<file path="src/rtl/hmc_pkg.sv">
// Shared types, constants and position helpers for the Hamming codec.
package hmc_pkg;

    localparam int WORD_W       = 63;
    localparam int LEN_W        = 6;
    localparam int PAR_W        = 3;
    localparam int NUM_PAR      = 6;
    localparam int NUM_DATA_POS = 57;   // non-power-of-two positions in 1..63
    localparam int CFG_DATA_W   = 6;
    localparam int S_TDATA_W    = 72;
    localparam int M_TDATA_W    = 72;

    typedef enum logic [1:0] {
        OP_ENCODE     = 2'd0,
        OP_DECODE     = 2'd1,
        OP_DECODE_FIX = 2'd2,
        OP_CHECK      = 2'd3
    } t_op;

    typedef enum logic {
        REG_CODE_LENGTH  = 1'b0,
        REG_PARITY_COUNT = 1'b1
    } t_reg_idx;

    // bit b covers code position b+1; set i holds the positions with index bit i set
    localparam logic [63:0] PARITY_SETS [NUM_PAR] = '{
        64'h5555555555555555,
        64'h6666666666666666,
        64'h7878787878787878,
        64'h7F807F807F807F80,
        64'h7FFF80007FFF8000,
        64'h7FFFFFFF80000000
    };

    typedef struct packed {
        logic [LEN_W-1:0] code_length;
        logic [PAR_W-1:0] parity_count;
    } t_cfg;

    typedef struct packed {
        logic [WORD_W-1:0] result_word;
        logic [LEN_W-1:0]  syndrome;
        logic              corrupted;
    } t_result;

    // 1-based code position that carries data bit d
    function automatic int data_pos(input int d);
        int cnt;
        int pos;
        cnt = 0;
        pos = 0;
        for (int p = 1; p <= WORD_W; p++) begin
            if ((p & (p - 1)) != 0) begin
                if (cnt == d) pos = p;
                cnt++;
            end
        end
        return pos;
    endfunction

endpackage

</file>
<file path="src/rtl/hamming_codec.sv">
// Hamming codec top level: input register, codec logic, result register.
// A word accepted on s_axis is held in the input register, then in the result register, which drives m_axis.
// Throughput: one word per cycle; under an m_axis stall one more word enters the
// input stage, then s_axis_tready drops until the result register drains.
// Reset (synchronous, active low) empties both stages and sets code_length 7,
// parity_count 3.
module hamming_codec
    import hmc_pkg::*;
#(
    parameter int MAX_CODE_BITS = 63
)(
    input  logic                  i_clk,
    input  logic                  i_rst_n,
    input  logic                  s_axis_tvalid,
    output logic                  s_axis_tready,
    input  logic [S_TDATA_W-1:0]  s_axis_tdata,   // operation[1:0], word[64:2], zero pad
    output logic                  m_axis_tvalid,
    input  logic                  m_axis_tready,
    output logic [M_TDATA_W-1:0]  m_axis_tdata,   // result_word[62:0], syndrome[68:63],
                                                  // corrupted[69], zero pad
    input  logic                  i_cfg_we,
    input  logic                  i_cfg_addr,
    input  logic [CFG_DATA_W-1:0] i_cfg_wdata
);

    t_cfg              r_cfg;
    logic              r_in_valid;
    t_op               r_in_op;
    logic [WORD_W-1:0] r_in_word;
    logic              r_out_valid;
    t_result           r_out;
    t_result           n_out;
    logic              w_out_free;
    logic              w_in_adv;

    always_ff @(posedge i_clk) begin
        if (!i_rst_n) begin
            r_cfg.code_length  <= LEN_W'(7);
            r_cfg.parity_count <= PAR_W'(3);
        end else if (i_cfg_we) begin
            unique case (t_reg_idx'(i_cfg_addr))
                REG_CODE_LENGTH:  r_cfg.code_length  <= i_cfg_wdata[LEN_W-1:0];
                REG_PARITY_COUNT: r_cfg.parity_count <= i_cfg_wdata[PAR_W-1:0];
                default:          r_cfg              <= r_cfg;
            endcase
        end
    end

    assign w_out_free    = !r_out_valid || m_axis_tready;
    assign w_in_adv      = !r_in_valid || w_out_free;
    assign s_axis_tready = w_in_adv;

    always_ff @(posedge i_clk) begin
        if (!i_rst_n) begin
            r_in_valid <= 1'b0;
        end else if (w_in_adv) begin
            r_in_valid <= s_axis_tvalid;
        end
    end

    always_ff @(posedge i_clk) begin
        if (s_axis_tvalid && w_in_adv) begin
            r_in_op   <= t_op'(s_axis_tdata[1:0]);
            r_in_word <= s_axis_tdata[WORD_W+1:2];
        end
    end

    hmc_core #(
        .MAX_CODE_BITS (MAX_CODE_BITS)
    ) u_core (
        .i_cfg    (r_cfg),
        .i_op     (r_in_op),
        .i_word   (r_in_word),
        .o_result (n_out)
    );

    always_ff @(posedge i_clk) begin
        if (!i_rst_n) begin
            r_out_valid <= 1'b0;
        end else if (w_out_free) begin
            r_out_valid <= r_in_valid;
        end
    end

    always_ff @(posedge i_clk) begin
        if (r_in_valid && w_out_free) begin
            r_out <= n_out;
        end
    end

    assign m_axis_tvalid = r_out_valid;
    assign m_axis_tdata  = {2'b00, r_out.corrupted, r_out.syndrome, r_out.result_word};

`ifndef ASSERT_OFF
    a_reset_empties: assert property (@(posedge i_clk)
        !i_rst_n |=> (!r_in_valid && !r_out_valid))
        else $error("pipeline not empty after reset");

    a_word_moves_on: assert property (@(posedge i_clk) disable iff (!i_rst_n)
        (r_in_valid && w_out_free) |=> r_out_valid)
        else $error("word in input stage lost on its way to the result register");

    a_flag_matches: assert property (@(posedge i_clk) disable iff (!i_rst_n)
        r_out_valid |-> (r_out.corrupted == (r_out.syndrome != '0)))
        else $error("corrupted flag disagrees with syndrome");
`endif

endmodule

</file>
<file path="src/rtl/hmc_core.sv">
// Combinational Hamming encode, decode, correct and syndrome logic for one word.
module hmc_core
    import hmc_pkg::*;
#(
    parameter int MAX_CODE_BITS = 63
)(
    input  t_cfg              i_cfg,
    input  t_op               i_op,
    input  logic [WORD_W-1:0] i_word,
    output t_result           o_result
);

    localparam logic [LEN_W-1:0] MAX_LEN = LEN_W'(MAX_CODE_BITS);

    logic [LEN_W-1:0]  n_eff;
    logic [PAR_W-1:0]  m_eff;
    logic [WORD_W-1:0] len_mask;
    logic [WORD_W-1:0] w;
    logic [WORD_W-1:0] scatter;
    logic [WORD_W-1:0] sc_masked;
    logic [WORD_W-1:0] enc;
    logic [WORD_W-1:0] flip;
    logic [WORD_W-1:0] fixed;
    logic [WORD_W-1:0] gather;
    logic [LEN_W-1:0]  syn;

    assign n_eff = (i_cfg.code_length > MAX_LEN) ? MAX_LEN : i_cfg.code_length;
    assign m_eff = (i_cfg.parity_count > PAR_W'(NUM_PAR)) ? PAR_W'(NUM_PAR)
                                                          : i_cfg.parity_count;

    always_comb begin
        for (int b = 0; b < WORD_W; b++) begin
            len_mask[b] = (LEN_W'(b) < n_eff);
        end
    end

    assign w = i_word & len_mask;

    // fixed wiring between data bit order and code positions
    genvar d, j;
    generate
        for (d = 0; d < NUM_DATA_POS; d++) begin : g_map
            localparam int POS = data_pos(d);
            assign scatter[POS-1] = w[d];
            assign gather[d]      = fixed[POS-1];
        end
        for (j = 0; j < NUM_PAR; j++) begin : g_par_slot
            assign scatter[(1 << j) - 1] = 1'b0;
        end
    endgenerate

    assign gather[WORD_W-1:NUM_DATA_POS] = '0;
    assign sc_masked = scatter & len_mask;

    always_comb begin
        for (int i = 0; i < NUM_PAR; i++) begin
            syn[i] = (PAR_W'(i) < m_eff) & (^(w & PARITY_SETS[i][WORD_W-1:0]));
        end
    end

    // parity slots are empty in sc_masked, so each parity bit is independent
    always_comb begin
        enc = sc_masked;
        for (int i = 0; i < NUM_PAR; i++) begin
            if ((PAR_W'(i) < m_eff) && (LEN_W'(1 << i) <= n_eff)) begin
                enc[(1 << i) - 1] = ^(sc_masked & PARITY_SETS[i][WORD_W-1:0]);
            end
        end
    end

    always_comb begin
        flip = '0;
        if ((i_op == OP_DECODE_FIX) && (syn != '0) && (syn <= n_eff)) begin
            flip[syn - 1'b1] = 1'b1;
        end
    end

    assign fixed = w ^ flip;

    always_comb begin
        o_result.syndrome  = syn;
        o_result.corrupted = (syn != '0);
        case (i_op) inside
            OP_ENCODE:                o_result.result_word = enc;
            OP_DECODE, OP_DECODE_FIX: o_result.result_word = gather;
            default:                  o_result.result_word = '0;
        endcase
    end

endmodule
</file>
<file path="config.mk">
export PLATFORM = sky130hd
export DESIGN_NAME = hamming_codec
export DESIGN_NICKNAME = d
export VERILOG_FILES = /design/src/rtl/hmc_pkg.sv /design/src/rtl/hamming_codec.sv /design/src/rtl/hmc_core.sv
export SDC_FILE = /design/constraint.sdc
export NUM_CORES = 1
export LEC_CHECK = 0
export BUFFER_PORTS_ARGS = -buffer_cell sky130_fd_sc_hd__buf_2
export CAP_MARGIN = 20
export CORE_MARGIN = 8
export CORE_UTILIZATION = 49
export DETAILED_ROUTE_END_ITERATION = 16
export PLACE_DENSITY_LB_ADDON = 0.08
export SETUP_SLACK_MARGIN = 0.4
export SYNTH_ARGS = -nofsm -noshare
export SYNTH_HDL_FRONTEND = slang
export SYNTH_SLANG_ARGS = --single-unit
</file>
<file path="constraint.sdc">
create_clock -name i_clk -period 5 [get_ports i_clk]
set_input_delay 0.25 -clock i_clk [delete_from_list [all_inputs] [get_ports i_clk]]
set_output_delay 0.25 -clock i_clk [all_outputs]
set_load 0.02 [all_outputs]
</file>
==> impl_results.md, run 1 <==
* Cell Pwr Density at around 340 nW/um^2
* Post-synth top flop: edfxtp_1
* Reg power frac at 0.276
* Synth Warn # at 0
* Setup Skew at ~0.015 ns
* Hold Vio Cnt, Final at 0
* Detail Route Antenna Nets at 0
* Int Pwr at about 3.4 mW
* R2r setup slk at -0.08 ns
* Root Driver: clkbuf_16
* Max cap viols at 0
* Yosys top cell by area: edfxtp_1
* FF-to-FF Start: r_cfg[6]
* Min cycle time layout at 5.08 ns
* Initial DRC Count at about 1500
* Worst reg-to-reg path cell count at 24
* Top-area cell type share of the netlist area at 0.363
* Post-placement cell area at around 14000 sq um
* Status: complete, but fails checks
* Mapped Area at around 11000 sq um
* R2r endpoint: m_axis_tdata[56]
* Clock share of power at 0.253
* Fin. max-slew vios at 0
* Total track usage at 0.344
* Final HPWL DP at ~37 mm
* CP max FO at 7
* Hold EP: r_in_word[44]
* Critical Path End Type: flop
* Crit start category: flop
* GPL Wtd Cong at between 1 and 1.5
* Final WL at approximately 49 mm
* Core ar. at 22500 sq um
* Leak at roughly 6.3 nW
* Synth cell types at roughly 110
* Combinational power share at 0.470
* Hold WC Path Type: in -> reg
* Vias at between 10000 and 15000
* Met2 usage at 0.505
* CTS Buffer Depth at 2
* Met3 Usage GRT at 0.0794
* Final hold slack at between 0.01 and 0.015 ns
* Worst-skew pair later-pin latency at approximately 0.44 ns
* Io pins at between 150 and 200
* Critical Path RT at around 5.2 ns
* Drt first pass iters at 9
* Chip Width at about 170 um
* Max_slew headroom at 0.323
* First-pass GRT wire length at 71.3 mm
* Hold depth at 1
* Hold path start: s_axis_tdata[46]
* Final worst-path cycle share at 1.02
* Mean Syn Cell Area at around 10 sq um
* IO buf count at about 150
* Row Count at 55
* Num Clock Sinks at about 150
* Placed insts at ~1700
* Vias in the first global route at 10906
* Total grt overflow at 0
* Layout cell share with drive strength beyond 1 at 0.398
* Leading cell type in the layout, fill and taps excluded: buf_4
* Final instance area at about 16000 sq um
* Layout Nets at 1656
* Largest net degree at the start of global routing at 71
* Fin cells at between 1500 and 2000
* Die Ht at between 150 and 200 um
* Final Setup Violations at 32
* Die area at roughly 28000 sq um
* RSZ-0062 raised after global routing: true
* Final worst setup slack at -0.0812 ns
* Largest cells by area after synthesis: edfxtp_1, xnor2_1, xor2_1
* EDFF count, synth at 135
* Global routing usage on met1 at 0.461
* Initial antenna violation count at 0
* Net Sw Frac at 0.376
* Sequential element share of the synthesized area at 0.383
* Fmax at 197 MHz
* FFs w/ async S/R, synth at 0
* DRC viols at 0
* Busiest grt layer: met2
* Switch Pwr at slightly above 2 mW
* Setup TNS at -1.31 ns
* Number of synthesized register bits at ~150
* VDD IR max at 0.266 mV
* Inserted Clock Buffers at 17
* Arr. time, crit path at around 5.3 ns
* Violated checks: negative setup slack
* WS Path Type: reg -> reg
* Worst Tran Pin Value at 1.00 ns
* Total power at 5.39 mW
* H-tree Lvls at 4
* Starting density of the core at 0.496
* Syn Inst Count at between 1000 and 1500
* Vias per inst at slightly above 6
* Highest-count cells in the layout ignoring fill and taps: buf_4, buf_2, edfxtp_1
* CTS tree: done
* Area delta synth->final at 43.5%
* Routed len/inst at around 26 um
* CTS clk-pin slew, worst paths at ~0.07 ns
stage by stage:
step           utilization  setup WS (ns)
6_report             0.711        -0.0812
5_1_grt              0.711         -0.194
4_1_cts              0.703          0.141
3_5_place_dp         0.622         -0.261
3_3_place_gp         0.622         -0.231
2_1_floorplan            -          0.332
cell type report:
| cell class | count | area [sq um] |
|---|---|---|
| Timing Repair Buffer | 499 | 3710 |
| Inverter | 19 | 71.3 |
| Fill cell | 1668 | 6500 |
| Multi-Input combinational cell | 880 | 6960 |
| Tap cell | 285 | 357 |
| Clock inverter | 13 | 176 |
| Antenna cell | 1 | 2.50 |
| Clock buffer | 19 | 433 |
| Sequential cell | 146 | 4290 |
worst max-delay path, cell delays in order (launching register included):
cell and delay, ns:
dfxtp_4 0.37, buf_12 0.14, or4_4 0.52, o21ai_4 0.21, xor2_2 0.21, xnor2_2 0.16
xnor3_2 0.45, xnor2_2 0.19, xor2_1 0.22, nand2_1 0.13, inv_2 0.10, ha_4 0.20
nor2b_1 0.13, o21a_1 0.17, o21a_1 0.16, o21ai_1 0.14, nand2b_1 0.08, a21oi_2 0.15
o21ai_2 0.13, nor2_4 0.14, buf_6 0.14, and3_4 0.22, nand2_1 0.07, xor2_1 0.15
a31o_1 0.22
cell families (layout without fill, tap and decap cells):
family          Yosys count  in the layout  synth area share
compound gates          282            282             0.188
xor+xnor                221            221             0.205
fa+ha+maj                14             14            0.0147
buf+inv                  90            550            0.0424
flops                   146            146             0.383
mux                       8              8           0.00729
other cells               1              3          0.000336
simple gates            353            353             0.160
worst max-delay path by stage:
| stage | from | endpoint | slack (ns) | depth (start not counted) |
|---|---|---|---|---|
| detailed placement | r_cfg[3] | m_axis_tdata[55] | -0.26 | 21 |
| CTS | r_cfg[6] | m_axis_tdata[52] | 0.14 | 25 |
| global route | r_cfg[6] | m_axis_tdata[5] | -0.19 | 25 |
| finish | r_cfg[6] | m_axis_tdata[56] | -0.08 | 24 |
| floorplan | r_cfg[8] | m_axis_tdata[56] | 0.33 | 27 |
| global placement | r_cfg[3] | m_axis_tdata[55] | -0.23 | 23 |
power groups by stage:
stage / Clock, mW / Combinational (mW) / Sequential (mW)
global route: 1.43 / 2.65 / 1.49
floorplan: 0 / 1.18 / 1.52
global placement: 0 / 2.10 / 1.51
detailed placement: 0 / 2.11 / 1.51
CTS: 1.37 / 2.36 / 1.48
finish: 1.37 / 2.54 / 1.49
flip-flops by register name, summed over array words and instances, names as in the netlist:
name / count
r_in_word: 63
r_in_valid: 1
r_cfg: 9
m_axis_tdata: 70
r_in_op: 2
m_axis_tvalid: 1
synthesized netlist by cell type, types with 15 or more instances:
cell        n
a21oi_1    34
and3_1     17
buf_2      17
clkbuf_1   28
edfxtp_1  135
nand2_1   107
nand3_1    51
nor2_1     72
nor2b_1    15
o21ai_0    59
o21ai_1    20
o22ai_1    28
xnor2_1   136
xnor3_1    16
xor2_1     58
timing repair:
item / 4_1_cts / 5_1_grt
pin swaps: 32 / 16
hold endpoints to repair: 64 / 0
buffers inserted: 30 / 3
hold buffers: 64 / 0
resized for setup: 87 / 31
cloned: 0 / 1
setup endpoints to repair: 57 / 57
layer usage:
metal	share of wire	up-vias
met4	0.059	0
met1	0.41	5361
li1	-	4993
met3	0.11	179
met2	0.42	839
met5	0	-
Power figures use the tool's default switching activity.
==> run 2: changes to the inputs <==
Settings changed: CAP_MARGIN 20 to default.
Clock period 5 ns to 6.2 ns, I/O delays scaled along.
==> impl_results.md, run 2 (synthesis results as in run 1) <==
* Final WL at about 45 mm
* CTS Buffer Depth at 2
* CTS tree: done
* Area delta synth->final at 21.0%
* Leading cell type in the layout, fill and taps excluded: buf_2
* Layout cell share with drive strength beyond 1 at 0.281
* Vias per inst at slightly above 6
* Max reg flops at 70
* Hold WC Path Type: in -> reg
* Final HPWL DP at around 36 mm
* Row Count at 55
* GPL Wtd Cong at 1.03
* Total track usage at 0.319
* Detail Route Antenna Nets at 0
* Root Driver: clkbuf_16
* Starting density of the core at 0.496
* Total grt overflow at 0
* Filler cells at between 1500 and 2000
* N_diodes at 0
* First-pass GRT wire length at between 60 and 70 mm
* Arr. time, crit path at 5.78 ns
* Max_slew headroom at 0.327
* Final worst-path cycle share at 0.912
* Setup TNS at 0 ns
* Fmax at about 180 MHz
* Core ar. at 22500 sq um
* Inserted Clock Buffers at 17
* Max cap viols at 0
* Largest net degree at the start of global routing at between 70 and 80
* Die Ht at about 170 um
* VDD IR max at ~0.17 mV
* Worst-skew pair later-pin latency at between 0.4 and 0.5 ns
* Highest-count cells in the layout ignoring fill and taps: buf_2, xnor2_1, edfxtp_1
* RSZ-0062 raised after global routing: false
* Status: complete, no violations
* DRC viols at 0
* Vias at 10144
* Die area at approximately 28000 sq um
* Hold Vio Cnt, Final at 0
* Worst Tran Pin Value at between 0.9 and 1 ns
* Cell Pwr Density at 284 nW/um^2
* Routed len/inst at approximately 28 um
* Io pins at 158
* Critical Path End Type: flop
* Initial DRC Count at 1455
* Setup Skew at about 0.013 ns
* Fin. max-slew vios at 0
* Num Clock Sinks at around 150
* Min cycle time layout at around 5.7 ns
* Reg area at roughly 4300 sq um
* Initial antenna violation count at 0
* CP max FO at 25
* Chip Width at about 170 um
* Area of the multi-input gates at roughly 6500 sq um
* IO buf count at between 100 and 150
* Crit start category: flop
* Placed insts at ~1600
* Drt first pass iters at 5
* Critical Path RT at about 6.3 ns
* Fin cells at between 1500 and 2000
* WS Path Type: reg -> reg
* Final Setup Violations at 0
* Leak at 5.13 nW
* H-tree Lvls at 4
* R2r setup slk at between 0.5 and 0.6 ns
* Vias in the first global route at approximately 9700
* Layout Nets at 1429
* CTS clk-pin slew, worst paths at 0.07 ns
==> run 2: final cells by class <==
class                      count  share of cell area
multi-input combinational    880               0.478
sequential                   146               0.317
timing repair buffer         272               0.126
clock buffer                  19              0.0321
tap                          285              0.0264
clock inverter                13              0.0147
inverter                      19             0.00528
==> run 2: worst paths after layout <==
kind                                      start               end  cells after the start
worst min register to register       r_in_valid     m_axis_tvalid                      1
worst max-delay path                   r_cfg[6]  m_axis_tdata[36]                     23
worst min-delay path            s_axis_tdata[4]      r_in_word[2]                      1
worst max register to register         r_cfg[6]  m_axis_tdata[36]                     23
==> run 2: per-stage QoR <==
stage / hold WS (ns) / setup slack (ns) / area, sq um / util / power (mW)
after floorplan: 0.409 / 1.25 / 11200 / - / 2.14
after global placement: 0.486 / 0.480 / 12800 / 0.570 / 2.65
after detailed placement: 0.488 / 0.453 / 12800 / 0.570 / 2.66
after CTS: 0.0298 / 0.435 / 13500 / 0.598 / 3.79
after global routing: 0.0300 / 0.400 / 13500 / 0.600 / 3.95
final: 0.0363 / 0.544 / 13500 / 0.600 / 3.84
==> run 2: critical path, stage by stage (launching register included) <==
cell and delay [ns]:
dfxtp_1 0.42, buf_12 0.22, or2_1 0.24, buf_4 0.19
o21ai_0 0.80, xor2_1 0.21, xnor3_1 0.42, xnor3_1 0.20
xnor3_1 0.45, nand2_2 0.11, ha_1 0.14, nor2b_1 0.04
o21a_1 0.16, o21a_1 0.16, o21ai_0 0.14, nand2b_1 0.07
a21oi_1 0.14, o21ai_0 0.15, nor2_1 0.11, buf_4 0.16
and3_1 0.28, nand2_1 0.10, xor2_1 0.22, o22ai_1 0.19
==> run 2: timing repair <==
| item | 4_1_cts | 5_1_grt |
|---|---|---|
| setup endpoints to repair | 0 | 55 |
| hold buffers | 0 | 0 |
| resized for setup | 0 | 13 |
| setup buffers | 0 | 0 |
==> run 2: where the power goes <==
part | switching (mW) | internal (mW)
Sequential | 0.0661 | 1.15
Combinational | 0.904 | 0.583
Clock | 0.454 | 0.684
==> run 2: layer usage <==
| layer | part of all wire | vias up | GRT usage |
|---|---|---|---|
| li1 | - | 4528 | - |
| met1 | 0.41 | 4778 | 0.435 |
| met2 | 0.42 | 708 | 0.462 |
| met3 | 0.11 | 130 | 0.0759 |
| met4 | 0.057 | 0 | 0.171 |
| met5 | 0 | - | 0 |
